**src/rtl/mcu_pkg.sv**
```systemverilog
// Shared constants, types and codes for the MSB-first code unpacker.
`timescale 1ns / 1ps
package mcu_pkg;

	localparam int MAX_CODE_BITS = 32;
	localparam int OUT_CODE_BITS = 32;
	localparam int WIDTH_LIMIT   = (MAX_CODE_BITS < OUT_CODE_BITS) ? MAX_CODE_BITS
	                                                               : OUT_CODE_BITS;
	localparam int WIN_BITS      = 40;
	localparam int BYTE_BITS     = 8;
	localparam int MAX_RESULTS   = 8;
	localparam int CW_W          = 6;
	localparam int VB_W          = 6;
	localparam int CNT_W         = $clog2(MAX_RESULTS);
	localparam int CMDQ_DEPTH    = 2;
	localparam int CMDQ_AW       = $clog2(CMDQ_DEPTH);
	localparam int CMDQ_CW       = $clog2(CMDQ_DEPTH + 1);

	localparam logic MODE_PUSH  = 1'b0;
	localparam logic MODE_DRAIN = 1'b1;

	typedef enum logic {
		ST_IDLE,
		ST_EMIT
	} state_t;

	typedef struct packed {
		logic                 mode;
		logic [BYTE_BITS-1:0] data_byte;
		logic [CW_W-1:0]      code_width;
	} cmd_t;

	typedef struct packed {
		logic [OUT_CODE_BITS-1:0] code_value;
		logic                     last_of_run;
	} res_t;

	typedef struct packed {
		logic            emit;
		logic [VB_W-1:0] vbits;
		logic [CW_W-1:0] width;
	} stat_t;

endpackage

```
**src/rtl/mcu_front.sv**
```systemverilog
// Front end: accepts requests, drops those with an illegal width, queues the rest.
`timescale 1ns / 1ps
module mcu_front (
	input  logic          clk,
	input  logic          arst_n,
	input  logic          push,
	output logic          full,
	input  mcu_pkg::cmd_t in_cmd,
	output logic          cmd_valid,
	output mcu_pkg::cmd_t cmd,
	input  logic          cmd_take
);
	import mcu_pkg::*;

	cmd_t               mem_q [CMDQ_DEPTH];
	logic [CMDQ_AW-1:0] wr_ptr_q;
	logic [CMDQ_AW-1:0] rd_ptr_q;
	logic [CMDQ_CW-1:0] cnt_q;
	logic               accept;
	logic               width_ok;
	logic               enq;
	logic               deq;

	assign full      = (cnt_q == CMDQ_CW'(CMDQ_DEPTH));
	assign accept    = push && !full;
	assign width_ok  = (in_cmd.code_width != '0) &&
	                   (in_cmd.code_width <= CW_W'(WIDTH_LIMIT));
	assign enq       = accept && width_ok;
	assign cmd_valid = (cnt_q != '0);
	assign deq       = cmd_take && cmd_valid;
	assign cmd       = mem_q[rd_ptr_q];

	always_ff @(posedge clk) begin
		if (enq) begin
			mem_q[wr_ptr_q] <= in_cmd;
		end
	end

	always_ff @(posedge clk or negedge arst_n) begin
		if (!arst_n) begin
			wr_ptr_q <= '0;
			rd_ptr_q <= '0;
			cnt_q    <= '0;
		end else begin
			if (enq) begin
				wr_ptr_q <= wr_ptr_q + 1'b1;
			end
			if (deq) begin
				rd_ptr_q <= rd_ptr_q + 1'b1;
			end
			case ({enq, deq})
				2'b10:   cnt_q <= cnt_q + 1'b1;
				2'b01:   cnt_q <= cnt_q - 1'b1;
				default: cnt_q <= cnt_q;
			endcase
		end
	end

endmodule

```
**src/rtl/mcu_back.sv**
```systemverilog
// Back end: bit window, byte append and one code extraction per cycle while the result register can take it.
`timescale 1ns / 1ps
module mcu_back (
	input  logic           clk,
	input  logic           arst_n,
	input  logic           cmd_valid,
	input  mcu_pkg::cmd_t  cmd,
	output logic           cmd_take,
	input  logic           res_ready,
	output logic           res_valid,
	output mcu_pkg::res_t  res,
	output mcu_pkg::stat_t stat
);
	import mcu_pkg::*;

	state_t              state_q;
	state_t              state_d;
	logic [WIN_BITS-1:0] win_q;
	logic [VB_W-1:0]     vbits_q;
	logic [CW_W-1:0]     width_q;
	logic                drain_q;
	logic [CNT_W-1:0]    cnt_q;

	logic                load;
	logic                emit;
	logic                can;
	logic                last;
	logic                room;
	logic [VB_W-1:0]     rem;
	logic [CW_W-1:0]     sh_full;
	logic [WIN_BITS-1:0] win_app;

	assign can     = (vbits_q >= VB_W'(width_q));
	assign rem     = vbits_q - VB_W'(width_q);
	assign last    = drain_q || (cnt_q == CNT_W'(MAX_RESULTS - 1)) ||
	                 (rem < VB_W'(width_q));
	assign room    = (vbits_q <= VB_W'(WIN_BITS - BYTE_BITS));
	// new byte lands just below the held bits
	assign win_app = win_q | (WIN_BITS'(cmd.data_byte) <<
	                 (VB_W'(WIN_BITS - BYTE_BITS) - vbits_q));
	assign sh_full = CW_W'(OUT_CODE_BITS) - width_q;

	assign res.code_value  = win_q[WIN_BITS-1 -: OUT_CODE_BITS] >> sh_full;
	assign res.last_of_run = last;
	assign res_valid       = emit;

	assign stat.emit  = emit;
	assign stat.vbits = vbits_q;
	assign stat.width = width_q;

	always_comb begin
		state_d  = state_q;
		cmd_take = 1'b0;
		load     = 1'b0;
		emit     = 1'b0;
		unique case (state_q)
			ST_IDLE: begin
				if (cmd_valid) begin
					cmd_take = 1'b1;
					load     = 1'b1;
					state_d  = ST_EMIT;
				end
			end
			ST_EMIT: begin
				if (!can) begin
					state_d = ST_IDLE;
				end else if (res_ready) begin
					emit = 1'b1;
					if (last) begin
						state_d = ST_IDLE;
					end
				end
			end
			default: state_d = ST_IDLE;
		endcase
	end

	always_ff @(posedge clk or negedge arst_n) begin
		if (!arst_n) begin
			state_q <= ST_IDLE;
		end else begin
			state_q <= state_d;
		end
	end

	always_ff @(posedge clk or negedge arst_n) begin
		if (!arst_n) begin
			win_q   <= '0;
			vbits_q <= '0;
			width_q <= '0;
			drain_q <= 1'b0;
			cnt_q   <= '0;
		end else if (load) begin
			width_q <= cmd.code_width;
			drain_q <= (cmd.mode == MODE_DRAIN);
			cnt_q   <= '0;
			if ((cmd.mode == MODE_PUSH) && room) begin
				win_q   <= win_app;
				vbits_q <= vbits_q + VB_W'(BYTE_BITS);
			end
		end else if (emit) begin
			win_q   <= win_q << width_q;
			vbits_q <= rem;
			cnt_q   <= cnt_q + 1'b1;
		end
	end

endmodule

```
**src/rtl/mcu_outq.sv**
```systemverilog
// Result holding register presented as a one-entry queue.
`timescale 1ns / 1ps
module mcu_outq (
	input  logic          clk,
	input  logic          arst_n,
	input  logic          res_valid,
	input  mcu_pkg::res_t res,
	output logic          res_ready,
	output logic          empty,
	input  logic          pop,
	output mcu_pkg::res_t head
);
	import mcu_pkg::*;

	logic valid_q;
	res_t data_q;

	assign empty     = !valid_q;
	assign res_ready = !valid_q || pop;
	assign head      = data_q;

	always_ff @(posedge clk) begin
		if (res_valid && res_ready) begin
			data_q <= res;
		end
	end

	always_ff @(posedge clk or negedge arst_n) begin
		if (!arst_n) begin
			valid_q <= 1'b0;
		end else if (res_valid && res_ready) begin
			valid_q <= 1'b1;
		end else if (pop) begin
			valid_q <= 1'b0;
		end
	end

endmodule

```
**src/rtl/msb_first_code_unpacker.sv**
```systemverilog
// Top level of the MSB-first variable-width code unpacker.
//
//   channel  | handshake         | payload
//   ---------+-------------------+----------------------------------
//   request  | push / full       | mode, data_byte, code_width
//   result   | empty / pop       | code_value, last_of_run
//
// In the back end a request is first loaded, then its codes are extracted one per
// cycle while results are taken, up to eight per request, before the next request.
// A two-entry request queue separates front and back; a one-entry result
// register stalls the back end while a result waits for pop.
// Reset clears the window, queues and state machine; no clearing pass.
`timescale 1ns / 1ps
module msb_first_code_unpacker (
	input  logic                              clk,
	input  logic                              arst_n,
	input  logic                              push,
	output logic                              full,
	input  logic                              mode,
	input  logic [mcu_pkg::BYTE_BITS-1:0]     data_byte,
	input  logic [mcu_pkg::CW_W-1:0]          code_width,
	output logic                              empty,
	input  logic                              pop,
	output logic [mcu_pkg::OUT_CODE_BITS-1:0] code_value,
	output logic                              last_of_run
);
	import mcu_pkg::*;

	cmd_t  in_cmd;
	cmd_t  cmd;
	logic  cmd_valid;
	logic  cmd_take;
	res_t  res;
	logic  res_valid;
	logic  res_ready;
	res_t  head;
	stat_t stat;

	assign in_cmd.mode       = mode;
	assign in_cmd.data_byte  = data_byte;
	assign in_cmd.code_width = code_width;

	mcu_front u_front (
		.clk       (clk),
		.arst_n    (arst_n),
		.push      (push),
		.full      (full),
		.in_cmd    (in_cmd),
		.cmd_valid (cmd_valid),
		.cmd       (cmd),
		.cmd_take  (cmd_take)
	);

	mcu_back u_back (
		.clk       (clk),
		.arst_n    (arst_n),
		.cmd_valid (cmd_valid),
		.cmd       (cmd),
		.cmd_take  (cmd_take),
		.res_ready (res_ready),
		.res_valid (res_valid),
		.res       (res),
		.stat      (stat)
	);

	mcu_outq u_outq (
		.clk       (clk),
		.arst_n    (arst_n),
		.res_valid (res_valid),
		.res       (res),
		.res_ready (res_ready),
		.empty     (empty),
		.pop       (pop),
		.head      (head)
	);

	assign code_value  = head.code_value;
	assign last_of_run = head.last_of_run;

	a_vbits_range: assert property (@(posedge clk) disable iff (!arst_n)
		stat.vbits <= VB_W'(WIN_BITS))
		else $error("held bit count beyond window");

	a_emit_enough_bits: assert property (@(posedge clk) disable iff (!arst_n)
		stat.emit |-> (stat.vbits >= VB_W'(stat.width)) && (stat.width != '0))
		else $error("code taken with too few held bits");

	a_emit_slot_free: assert property (@(posedge clk) disable iff (!arst_n)
		stat.emit |-> (empty || pop))
		else $error("result overwritten before pop");

endmodule

```
**config.mk**
```make
export PLATFORM = sky130hd
export DESIGN_NAME = msb_first_code_unpacker
export DESIGN_NICKNAME = d
export VERILOG_FILES = /design/src/rtl/mcu_pkg.sv /design/src/rtl/mcu_front.sv /design/src/rtl/mcu_back.sv /design/src/rtl/mcu_outq.sv /design/src/rtl/msb_first_code_unpacker.sv
export SDC_FILE = /design/constraint.sdc
export NUM_CORES = 1
export LEC_CHECK = 0
export BUFFER_PORTS_ARGS = -buffer_cell sky130_fd_sc_hd__buf_2
export CORE_ASPECT_RATIO = 0.7
export CORE_MARGIN = 1.5
export CORE_UTILIZATION = 35
export DETAILED_ROUTE_END_ITERATION = 16
export HOLD_SLACK_MARGIN = 0.05
export PLACE_DENSITY = 0.49
export SLEW_MARGIN = 30
export SYNTH_ARGS = -nofsm -noshare
export SYNTH_HDL_FRONTEND = slang
export SYNTH_SLANG_ARGS = --single-unit
```
**constraint.sdc**
```tcl
create_clock -name clk -period 4.74 [get_ports clk]
set_input_delay 1.422 -clock clk [delete_from_list [all_inputs] [get_ports clk]]
set_output_delay 1.422 -clock clk [all_outputs]
set_load 0.01 [all_outputs]
```
# After elaboration in Yosys (flattened, before gate mapping)
# Memory sizes are Yosys's and may differ from the RTL's.
# Cells that the tools add are included.
# classes
n_addsub	9
n_lt_le_gt_ge	4
eq_ne	5
shift	3
muxes	22
bitwise_logic	3
reduce_logical	17
# op_table
cell	n
$mux W40	3
$or A40 B40 Y40	1
$shl A40 B6 Y40	1
$shl A8 B6 Y40	1
$shr A32 B6 Y32	1
$mux W6	3
$le A6 B6 Y1 const B	2
$mux W1	12
$sub A6 B6 Y6 const A	2
$reduce_bool A2 Y1	4
$add A6 B4 Y6 const B	1
$ge A6 B6 Y1	1
$logic_and A1 B1 Y1	6
$lt A6 B6 Y1	1
$mux W3	2
$reduce_bool A6 Y1	1
$sub A6 B6 Y6	1
$eq A2 B2 Y1 const B	2
$pmux W2 S2	1
$add A3 B1 Y3 const B	1
$eq A3 B3 Y1 const B	1
$logic_or A1 B1 Y1	3
$add A1 B1 Y1 const B	2
$add A2 B1 Y2 const B	1
7 further kinds	9
# totals
register_bits	95
mem_bits_rw	30
in_bits	19
output_inout_bits	35
elab_cells	76
n_memories	1
# memory_table
name	depth	word_bits	rd	rd_ports_with_merged_regs	write_ports	line_no	rtl
u_front.mem_q	2	15	1	0	1	mcu_front.sv:15	cmd_t mem_q [CMDQ_DEPTH];

# Longest topological paths before layout
# Gate-level depths: netlist of the first run.
# logic_depth
depth_word	7
mapped_depth	16
ltp_nobuf	12

# Cells and area by module
# A second synthesis of the first run with hierarchy kept.
# hier_totals
cells_unflattened	1044
area_unflattened_um2	10507.6
# by_module_without_submodules
module	n_inst	cells_each	area_each_um2	seq_area_each_um2
mcu_back	1	937	8125.3	1426.4
mcu_front	1	69	1333.8	1001.0
mcu_outq	1	38	1048.5	1016.0

# Worst setup path before layout of the first run
# OpenSTA, ideal clock, no wires.
# synth_path
path_type	reg-to-reg
from	reg u_back.width_q[2]
to	reg u_outq.data_q (netlist bit u_outq.head[0]), enable pin
setup_time_ps	410
arrival_time_ps	3236
t_required_ps	4330
slack_ps	1094
stages_incl_launch_ff	11
n_path_buf	3
synth_period_minus_slack_ps	3646
cell_sequence	dfrtp_1 -> inv_1 -> clkbuf_1 -> buf_1 -> ha_1 -> and3_1 -> a31oi_1 -> a21oi_1 -> nor2_1 -> inv_1 -> buf_1
# synth_via
elab_chain_len	4
# synth_rtl
item	line_no	rtl
start: declaration	mcu_back.sv:20	logic [CW_W-1:0] width_q;
start signal: assignment	mcu_back.sv:94	width_q <= cmd.code_width;
$ge A6 B6 Y1	mcu_back.sv:33	assign can = (vbits_q >= VB_W'(width_q));
$mux W1	mcu_back.sv:65	if (!can) begin
$mux W1	mcu_back.sv:56	unique case (state_q)
$logic_and A1 B1 Y1	mcu_outq.sv:23	if (res_valid && res_ready) begin
end signal: assignment	mcu_outq.sv:24	data_q <= res;
end: declaration	mcu_outq.sv:16	res_t data_q;
# Every way passes these cells.
# A chain may end at the register's enable or synchronous reset.

# Worst setup path in the final report of the first run
# layout_path
from	reg u_back.vbits_q[0]
to	reg u_back.win_q[24]
# layout_via
elab_chain_len	5
elab_cells_between_ends	13
cone_classes	1 x add/sub; 2 x order compare; 1 x eq/ne; 1 x shift; 4 x mux; 1 x bitwise; 3 x reduce/logical
# layout_rtl
item	line_no	rtl
start: declaration	mcu_back.sv:19	logic [VB_W-1:0] vbits_q;
start signal: assignment	mcu_back.sv:99	vbits_q <= vbits_q + VB_W'(BYTE_BITS);
start signal: assignment	mcu_back.sv:103	vbits_q <= rem;
$sub A6 B6 Y6 or $ge A6 B6 Y1 (tied branches)	mcu_back.sv:40, mcu_back.sv:33	
$shl A8 B6 Y40 or $mux W1 (tied branches)	mcu_back.sv:39, mcu_back.sv:65	
$or A40 B40 Y40 or $mux W1 (tied branches)	mcu_back.sv:39, mcu_back.sv:56	
$mux W40 or $reduce_bool A2 Y1 (tied branches)	--	
$mux W40 or $reduce_and A2 Y1 (tied branches)	--	
end signal: assignment	mcu_back.sv:98	win_q <= win_app;
end signal: assignment	mcu_back.sv:102	win_q <= win_q << width_q;
end: declaration	mcu_back.sv:18	logic [WIN_BITS-1:0] win_q;
# Parallel ways exist; a longest one is shown, timed or not. The select of a mux whose other input is x is not followed.

==> results of run 1 <==
stage by stage:
step	setup WS [ps]	util [%]	cell area, um2	hold WS (ps)	instances
3_5_place_dp	1240	37.7	11400	479	1518
6_report	1310	39.7	12000	486	1550
2_1_floorplan	1090	-	10800	452	1121
5_1_grt	1100	39.7	12000	541	1550
3_3_place_gp	1290	37.6	11300	474	1518
4_1_cts	1350	39.7	12000	495	1550
logic make-up (layout without fill, tap and decap cells):
family / Yosys count / in the layout
and+or+nand+nor: 351 / 351
AOI/OAI and AO/OA: 294 / 294
muxes: 187 / 187
DFF: 125 / 125
buffers and inverters: 124 / 141
adders and majority gates: 20 / 20
xor gates and xnor gates: 20 / 20
synthesized netlist by cell type (5+ instances only):
library cell,n
a211oi_1,16
a21o_1,5
a21oi_1,51
a221o_1,5
a22o_1,9
a22oi_1,6
a311oi_1,8
a31oi_1,16
and2_1,9
and3_1,8
buf_1,13
buf_2,23
buf_4,12
buf_6,7
clkbuf_1,43
dfrtp_1,62
edfxtp_1,63
ha_1,19
inv_1,21
mux2_2,40
mux2i_1,92
mux4_2,53
nand2_1,115
nand2b_1,16
nand3_1,17
nor2_1,114
nor2b_1,11
nor3_1,22
nor4_1,7
o211ai_1,7
o21a_1,12
o21ai_0,47
o21ai_1,5
o221ai_1,6
o22ai_1,29
o31ai_1,5
o32ai_1,8
or2_2,6
or3_1,10
xnor2_1,15
per-layer routing:
layer	track usage, %	up-vias	part of all wire, %
li1	-	4290	-
met1	39.6	4767	48
met2	31.7	529	38
met3	9.00	52	12
met4	5.43	0	1.4
met5	0	-	0
state kept, by name (all words and copies together) (netlist names), 2 cells and up:
register / cells
u_outq.head: 33
u_back.cnt_q: 3
u_back.vbits_q: 6
u_back.width_q: 6
u_front.mem_q: 30
u_back.win_q: 40
u_front.cnt_q: 2
cell type report:
type / count / area share, %
clock buffers: 17 / 3.55
well taps: 412 / 4.31
repair buffers: 84 / 4.29
inverters: 25 / 0.784
multi-input cells: 872 / 56.8
clock inverters: 15 / 1.45
flip-flops and latches: 125 / 28.9
final timing paths:
kind,from,to,slack (ps),depth (start not counted)
max,u_back.vbits_q[0]$_DFFE_PN0P_,u_back.win_q[24]$_DFFE_PN0P_,1310,12
min,u_back.cnt_q[0]$_DFFE_PN0P_,u_back.cnt_q[0]$_DFFE_PN0P_,490,1
max reg2reg,u_back.vbits_q[0]$_DFFE_PN0P_,u_back.win_q[24]$_DFFE_PN0P_,1310,12
min reg2reg,u_back.cnt_q[0]$_DFFE_PN0P_,u_back.cnt_q[0]$_DFFE_PN0P_,490,1
max in group asynchronous,arst_n,u_back.width_q[0]$_DFFE_PN0P_,3100,2
min in group asynchronous,arst_n,u_back.win_q[1]$_DFFE_PN0P_,970,1
cells in the final DEF, fill, tap and decap left out, types with 7 or more instances in the layout:
master,count
a22o_1,9
xnor2_1,12
nor4_1,7
clkbuf_16,17
nor2_1,113
o211ai_1,7
edfxtp_1,63
o21ai_0,47
nand3_1,17
ha_1,19
a311oi_1,8
and3_1,8
o32ai_1,8
mux4_2,53
buf_4,31
mux2i_1,92
dfrtp_1,58
or3_1,10
o21a_1,12
a31oi_1,16
nor3_1,22
o22ai_1,29
buf_2,52
nand2b_1,16
mux2_2,40
nand2_1,115
inv_1,20
a211oi_1,16
a21oi_1,51
nor2b_1,11
and2_1,9
==> out/qor.csv, run 1 <==
metric;value;unit
first_pass_iters;5;
dieHeight;150;um
routedWlPerCell;25.0;um
seq_area_frac_synth;31.9;%
portBuffers;53;
cp.required;5040;ps
yosys.area_share.xor_xnor;1.76;%
avgSynthCellArea;9.64;um2
grt_max_degree;86;
crit_fanout;27;
diodes;0;
drt_iter0_markers;1358;
cts_root_buf;clkbuf_16;
grt_overflow;0;
io_pins;54;
dp_hpwl;28.9;mm
final_net_count;1164;
synth_edf_count;63;
grt_usage;25.2;%
dominantRegCellSynth;edfxtp_1;
crit_path_start_kind;register;
min_period;3430;ps
grt_pass1_vias;8984;
cp-end-kind;register;
slew_headroom;31.5;%
yosys_warnings;0;
rsz0062_at_grt;false;
synth_top_area_share;17.5;%
clock_path_buffers;2;
ys_ff_latch;125;
cp.arrival;3730;ps
ant_nets;0;
cts_tree;done;
regArea;3450;um2
slew_viol_final;0;
cts_setup_buffers;0;
yosysUniqueCellTypes;92;
synth_mux_area_share;24.1;%
yosys.area_share.adder;2.39;%
cts_buffers;17;
post_cts_resized;0;
synth_fp_nets;1160;
yosysTopAreaCell;edfxtp_1;
clk_latency;440;ps
finalClockSkew;12.5;ps
syn_area;10800;um2
synth-simple-area-share;15.1;%
die_area;32000;um2
synthToLayoutAreaGrowth;10.7;%
timing.setup.tns;0;ps
worst_path_largest_cell_delay;510;ps
synth_compound_area_share;19.2;%
fp.dieW;213;um
ctsHoldBuffers;0;
place.gp.congestion;0.950;
h-tree-depth;4;
clkTransAtPathRegs;70;ps
setup_viol;0;
synth_top_family_by_area;multiplexers;
std_cell_rows;53;
multi_input_area;6790;um2
drive_gt1_share;21.9;%
crit_chain;buf_4 -> inv_1 -> ha_1 -> inv_1 -> fa_1 -> a211o_1 -> o211ai_1 -> a21o_1 -> nand2_1 -> buf_4 -> a311oi_1 -> a21oi_1;
path_class;register to register;
antenna_found_initial;0;
hold_viol;0;
drc;0;
synth_area_leaders;edfxtp_1 18%, dfrtp_1 14%, mux4_2 11%;
fillers;2998;
worst_pin_slew;1020;ps
path_delay_family;compound AO/OA/AOI/OAI gates;
period_share;72.5;%
critPathBufInv;4;
initial_core_util;35.8;%
core;30200;um2
fmax;291;MHz
min_path_type;register to register;
status;completed;
drt-total-wl;38.8;mm
ys_async_sr_fraction;49.6;%
netlist_instances;1121;
drv_cap;0;
crit_path_top_delay_cell;nand2_1;
routed_via_density;6.22;
vias;9638;
grt_pass1_wl;59.1;mm
clkSinkCount;125;
Power of run 1 is left out: the tool's default activity adds up to more than one toggle a clock period on the data nets, which glitch-free logic cannot reach.
==> inputs of run 2 (changes only) <==
--- a/config.mk
+++ b/config.mk
@@ -5,13 +5,14 @@
 export SDC_FILE = /design/constraint.sdc
 export NUM_CORES = 1
 export LEC_CHECK = 0
+export ABC_AREA = 1
 export BUFFER_PORTS_ARGS = -buffer_cell sky130_fd_sc_hd__buf_2
 export CORE_ASPECT_RATIO = 0.7
 export CORE_MARGIN = 1.5
 export CORE_UTILIZATION = 35
 export DETAILED_ROUTE_END_ITERATION = 16
 export HOLD_SLACK_MARGIN = 0.05
-export PLACE_DENSITY = 0.49
+export PLACE_DENSITY = 0.5
 export SLEW_MARGIN = 30
 export SYNTH_ARGS = -nofsm -noshare
 export SYNTH_HDL_FRONTEND = slang
==> constraint.sdc (replaced) <==
create_clock -name clk -period 3.4 [get_ports clk]
set_input_delay 1.02 -clock clk [delete_from_list [all_inputs] [get_ports clk]]
set_output_delay 1.02 -clock clk [all_outputs]
set_load 0.01 [all_outputs]
==> run 2 against run 1 <==
Final cell count is 19% higher. Wire length is 8.1% lower. Flip-flop and latch count stayed put. Hold slack better by 22 ps. Critical path depth is 1 lower. Global-route usage is 0.12 points higher. Design area is 9.3% lower.
==> out/qor.csv, run 2 <==
metric;value;unit;change
crit_fanout;13;;-52%
final_cells;1839;;+19%
synth_top_area_share;19.5;%;+2.0 points
drive_gt1_share;10.9;%;-11 points
finalClockSkew;12.4;ps;-0.0197 ps
netlist_instances;1443;;+29%
grt_pass1_wl;55.0;mm;-7.0%
synth_area_leaders;edfxtp_1 19%, nand2_1 18%, dfrtp_1 16%;;
first_pass_iters;6;;+1
period_share;86.5;%;+14 points
min_path_type;register to register;;
hold_path.startpoint;u_back.cnt_q[0]$_DFFE_PN0P_;;
clk_latency;450;ps;about the same
worst_pin_slew;842;ps;-182 ps
ctsHoldBuffers;0;;unchanged
ys_ff_latch;125;;unchanged
drv_cap;0;;unchanged
grt_overflow;0;;unchanged
seq_area_frac_synth;35.4;%;+3.6 points
fp.dieW;202;um;-5.1%
hold_path_depth;1;;unchanged
largest_reg_flops;40;;unchanged
antenna_found_initial;0;;unchanged
syn_area;9720;um2;-10%
clock_path_buffers;2;;unchanged
diodes;0;;unchanged
grt_usage;25.3;%;+0.12 points
fmax;340;MHz;+17%
yosysTopAreaCell;edfxtp_1;;
setup_viol;0;;unchanged
regArea;3440;um2;-0.25%
core;27000;um2;-10%
startpoint;u_back.vbits_q[0]$_DFFE_PN0P_;;
routedWlPerCell;19.4;um;-23%
yosysUniqueCellTypes;44;;-52%
ant_nets;0;;unchanged
portBuffers;53;;unchanged
avgSynthCellArea;6.73;um2;-30%
cp.required;3780;ps;-1260 ps
clkTransAtPathRegs;70;ps;about the same
timing.setup.tns;0;ps;unchanged
reg2reg_from;u_back.vbits_q[0]$_DFFE_PN0P_;;
synth_most_common_cell;nand2_1;;
regMostFlops;u_back.win_q;;
h-tree-depth;4;;unchanged
vias;10226;;+6.1%
multi_input_area;5480;um2;-19%
status;completed;;
yosys_warnings;0;;unchanged
initial_core_util;35.9;%;+0.13 points
layout_commonest_cell;nand2_1;;
path_class;register to register;;
cts_tree;done;;
std_cell_rows;50;;-5.7%
drc;0;;unchanged
place.gp.congestion;0.942;;-0.75%
final_net_count;1501;;+29%
hold_viol;0;;unchanged
cts_setup_buffers;0;;unchanged
drt_iter0_markers;1308;;-3.7%
grt_pass1_vias;8989;;+0.056%
post_cts_resized;0;;unchanged
dp_hpwl;27.6;mm;-4.4%
cts_buffers;17;;unchanged
synth_edf_count;63;;unchanged
die_area;28800;um2;-9.9%
design_area;10900;um2;-9.3%
cp.arrival;3320;ps;-410 ps
fillers;2960;;-1.3%
place_inst;1807;;+19%
placed_area;10300;um2;-9.8%
grt_max_degree;63;;-27%
rsz0062_at_grt;false;;
io_pins;54;;unchanged
slew_headroom;43.8;%;+12 points
r2r_end;u_back.win_q[15]$_DFFE_PN0P_;;
dieHeight;142;um;-5.1%
routed_via_density;5.56;;-11%
crit_path_start_kind;register;;
synth_fp_nets;1482;;+28%
cp-end-kind;register;;
dominantRegCellSynth;edfxtp_1;;
ff2ff_path_depth;11;;-1
ys_async_sr_fraction;49.6;%;unchanged
endpoint;u_back.win_q[15]$_DFFE_PN0P_;;
clkSinkCount;125;;unchanged
layout_common_cells;463 x nand2_1, 286 x nand3_1, 95 x nor2_1;;
synth_common_cells;463 x nand2_1, 286 x nand3_1, 95 x nor2_1, 74 x o21ai_0, 70 x inv_1;;
drt-total-wl;35.6;mm;-8.1%
min_period;2940;ps;-492 ps
cts_root_buf;clkbuf_16;;
synthToLayoutAreaGrowth;11.7;%;
slew_viol_final;0;;unchanged
r2r_setup_slack;460;ps;-850 ps
## run 2: cell count changes after synthesis, moves of 29 or more
cell | before | now
mux2_2 | 40 | 0
mux4_2 | 53 | 0
inv_1 | 21 | 70
nand2_1 | 115 | 463
o21ai_1 | 5 | 34
nand3_1 | 17 | 286
mux2i_1 | 92 | 2
## run 2: per-stage QoR
stage	setup slack [ps]	hold WS (ps)	utilization [%]
2_1_floorplan	632	455	-
3_3_place_gp	530	491	38.0
3_5_place_dp	545	484	38.0
4_1_cts	500	502	40.2
5_1_grt	271	524	40.2
6_report	457	507	40.2
## run 2: cell families after synthesis
family / synth area share, %
xor gates and xnor gates: 1.61
adders and majority gates: 2.65
AOI/OAI and AO/OA: 12.8
DFF: 35.4
muxes: 0.206
and+or+nand+nor: 39.1
buffers and inverters: 8.18
## run 2: area by class of cell
type | instances | area share [%]
clock inverters | 13 | 1.42
well taps | 364 | 4.20
clock buffers | 19 | 4.08
multi-input cells | 1143 | 50.5
repair buffers | 88 | 5.10
inverters | 87 | 3.01
flip-flops and latches | 125 | 31.7
## run 2: worst min-delay path by stage
| stage | endpoint | slack, ps |
|---|---|---|
| 6_report | u_back.cnt_q[0]$_DFFE_PN0P_ | 510 |
| 3_3_place_gp | u_back.cnt_q[0]$_DFFE_PN0P_ | 490 |
| 4_1_cts | u_back.cnt_q[0]$_DFFE_PN0P_ | 500 |
| 3_5_place_dp | u_back.cnt_q[0]$_DFFE_PN0P_ | 480 |
| 2_1_floorplan | u_back.cnt_q[0]$_DFFE_PN0P_ | 460 |
| 5_1_grt | u_back.cnt_q[0]$_DFFE_PN0P_ | 520 |
## run 2: worst max-delay path: stages, from the launching register on
cell     delay (ps)
dfrtp_1         570
inv_2           210
ha_1            500
inv_1           330
nand3_1         150
nand2_1         150
nand2_1          60
nand2_1         140
nand2_1         120
o22ai_1         440
nand2_1         130
nand2_1          80
## run 2: routing by layer
layer  track usage (%)  vias to the layer above  share of wire, %  wire length, um
met3              6.23                       29               9.2             3260
met5                 0                        -                 0                0
met1              42.3                     4830                54            19400
met4              5.54                        0               1.0              366
met2              30.6                      447                35            12600
li1                  -                     4920                 -                -
Power of run 2 is left out for the same reason.
==> inputs of run 3 (changes only) <==
==> constraint.sdc (replaced) <==
create_clock -name clk -period 3.8 [get_ports clk]
set_input_delay 1.14 -clock clk [delete_from_list [all_inputs] [get_ports clk]]
set_output_delay 1.14 -clock clk [all_outputs]
set_load 0.01 [all_outputs]
==> run 3 against run 2 <==
First-iteration DRC count shrank 0.31%. Sequential share of layout area grew 0.11 points. Design area shrank 0.35%. Die area is the same. Critical path depth grew 1. Clock skew grew 1.4 ps. Final cell count shrank 0.38%. Core utilization shrank 0.14 points. Non-clock buffer count shrank 7. Highest routed layer unchanged.
==> out/qor.csv, run 3 (synthesized netlist as in run 2, its figures left out) <==
metric;value;unit;change
status;completed;;
hold_viol;0;;unchanged
post_cts_resized;0;;unchanged
clk_latency;440;ps;about the same
layout_common_cells;463 x nand2_1, 286 x nand3_1, 95 x nor2_1;;
path_delay_family;simple AND/OR/NAND/NOR gates;;
clkTransAtPathRegs;70;ps;about the same
crit_path_start_kind;register;;
dieHeight;142;um;unchanged
grt_pass1_wl;55.1;mm;+0.21%
post-place-ws;802;ps;+257 ps
first_pass_iters;6;;unchanged
dp_hpwl;27.7;mm;+0.42%
diodes;0;;unchanged
antenna_found_initial;0;;unchanged
path_class;register to register;;
rsz0062_at_grt;false;;
whs;491;ps;-16.3 ps
core;27000;um2;unchanged
drt_iter0_markers;1304;;-0.31%
cts_root_buf;clkbuf_16;;
die_area;28800;um2;unchanged
layout_setup_ws;843;ps;+385 ps
slew_viol_final;0;;unchanged
final_net_count;1494;;-0.47%
routed_via_density;5.49;;-1.2%
worst_path_largest_cell_delay;590;ps;+20 ps
grt_pass1_vias;9090;;+1.1%
cp.arrival;3300;ps;-20 ps
layout_commonest_cell;nand2_1;;
std_cell_rows;50;;unchanged
crit_path_top_delay_cell;xnor2_2;;
ctsHoldBuffers;0;;unchanged
grt_overflow;0;;unchanged
min_path_type;register to register;;
timing.setup.tns;0;ps;unchanged
initial_core_util;35.9;%;unchanged
cts_tree;done;;
h-tree-depth;4;;unchanged
vias;10064;;-1.6%
fmax;338;MHz;-0.50%
place.gp.congestion;0.957;;+1.5%
drt-total-wl;35.8;mm;+0.53%
setup_viol;0;;unchanged
synthToLayoutAreaGrowth;11.3;%;
crit_fanout;15;;+2
cp.required;4140;ps;+360 ps
ant_nets;0;;unchanged
cp-end-kind;register;;
drc;0;;unchanged
crit_top_cell;nand2_1;;
grt_max_degree;52;;-17%
clock_path_buffers;2;;unchanged
largest_reg_flops;40;;unchanged
min_period;2960;ps;+14.7 ps
crit_chain;inv_2 -> ha_1 -> xnor2_2 -> inv_2 -> nand4_1 -> nor2_1 -> a21oi_1 -> nand2_1 -> nand2_1 -> nand2_1 -> nand2_1 -> inv_1;;
fp.dieW;202;um;unchanged
period_share;77.8;%;-8.7 points
finalClockSkew;13.8;ps;+1.35 ps
regMostFlops;u_back.win_q;;
drive_gt1_share;10.5;%;-0.42 points
drv_cap;0;;unchanged
io_pins;54;;unchanged
cts_buffers;17;;unchanged
clkSinkCount;125;;unchanged
portBuffers;53;;unchanged
grt_usage;25.4;%;+0.13 points
cts_setup_buffers;0;;unchanged
critPathBufInv;3;;+1
routedWlPerCell;19.6;um;+0.92%
placed_area;10200;um2;-0.51%
design_area;10800;um2;-0.35%
slew_headroom;40.1;%;-3.8 points
worst_pin_slew;890;ps;+47.7 ps
[run 3: worst paths after layout]
| kind | startpoint | endpoint | slack (ps) | cells after the start |
|---|---|---|---|---|
| max in group asynchronous | arst_n | u_back.width_q[0]$_DFFE_PN0P_ | 2450 | 2 |
| worst max-delay path | u_back.vbits_q[0]$_DFFE_PN0P_ | u_back.win_q[33]$_DFFE_PN0P_ | 840 | 12 |
| min in group asynchronous | arst_n | u_back.vbits_q[1]$_DFFE_PN0P_ | 680 | 1 |
| worst max register to register | u_back.vbits_q[0]$_DFFE_PN0P_ | u_back.win_q[33]$_DFFE_PN0P_ | 840 | 12 |
| worst min-delay path | u_back.cnt_q[0]$_DFFE_PN0P_ | u_back.cnt_q[0]$_DFFE_PN0P_ | 490 | 1 |
| worst min register to register | u_back.cnt_q[0]$_DFFE_PN0P_ | u_back.cnt_q[0]$_DFFE_PN0P_ | 490 | 1 |
[run 3: metal layers]
metal	wire length, um	global-route usage, %	part of all wire (%)	vias to the layer above
met5	0	0	0	-
met4	257	4.68	0.72	0
met3	3870	9.00	11	20
met2	13000	31.5	36	410
met1	18700	40.6	52	4737
li1	-	-	-	4897
[run 3: final cells by class]
| type | count | area (um2) |
|---|---|---|
| fillers | 2948 | 16200 |
| multi-input cells | 1143 | 5480 |
| flip-flops and latches | 125 | 3440 |
| repair buffers | 81 | 500 |
| well taps | 364 | 455 |
| clock buffers | 18 | 429 |
| inverters | 87 | 327 |
| clock inverters | 14 | 183 |
[run 3: worst register-to-register path, cell delays in order, from the launching register on]
cell and delay [ps]:
dfrtp_1 560, inv_2 200, ha_1 300, xnor2_2 590
inv_2 280, nand4_1 220, nor2_1 120, a21oi_1 300
nand2_1 80, nand2_1 70, nand2_1 60, nand2_1 50
inv_1 40
[run 3: through the flow]
step | instances | utilization (%)
after floorplan | 1443 | -
after global placement | 1800 | 37.8
after detailed placement | 1800 | 37.8
after CTS | 1832 | 40.0
after global routing | 1832 | 40.0
final | 1832 | 40.0
Power of run 3 is left out for the same reason.
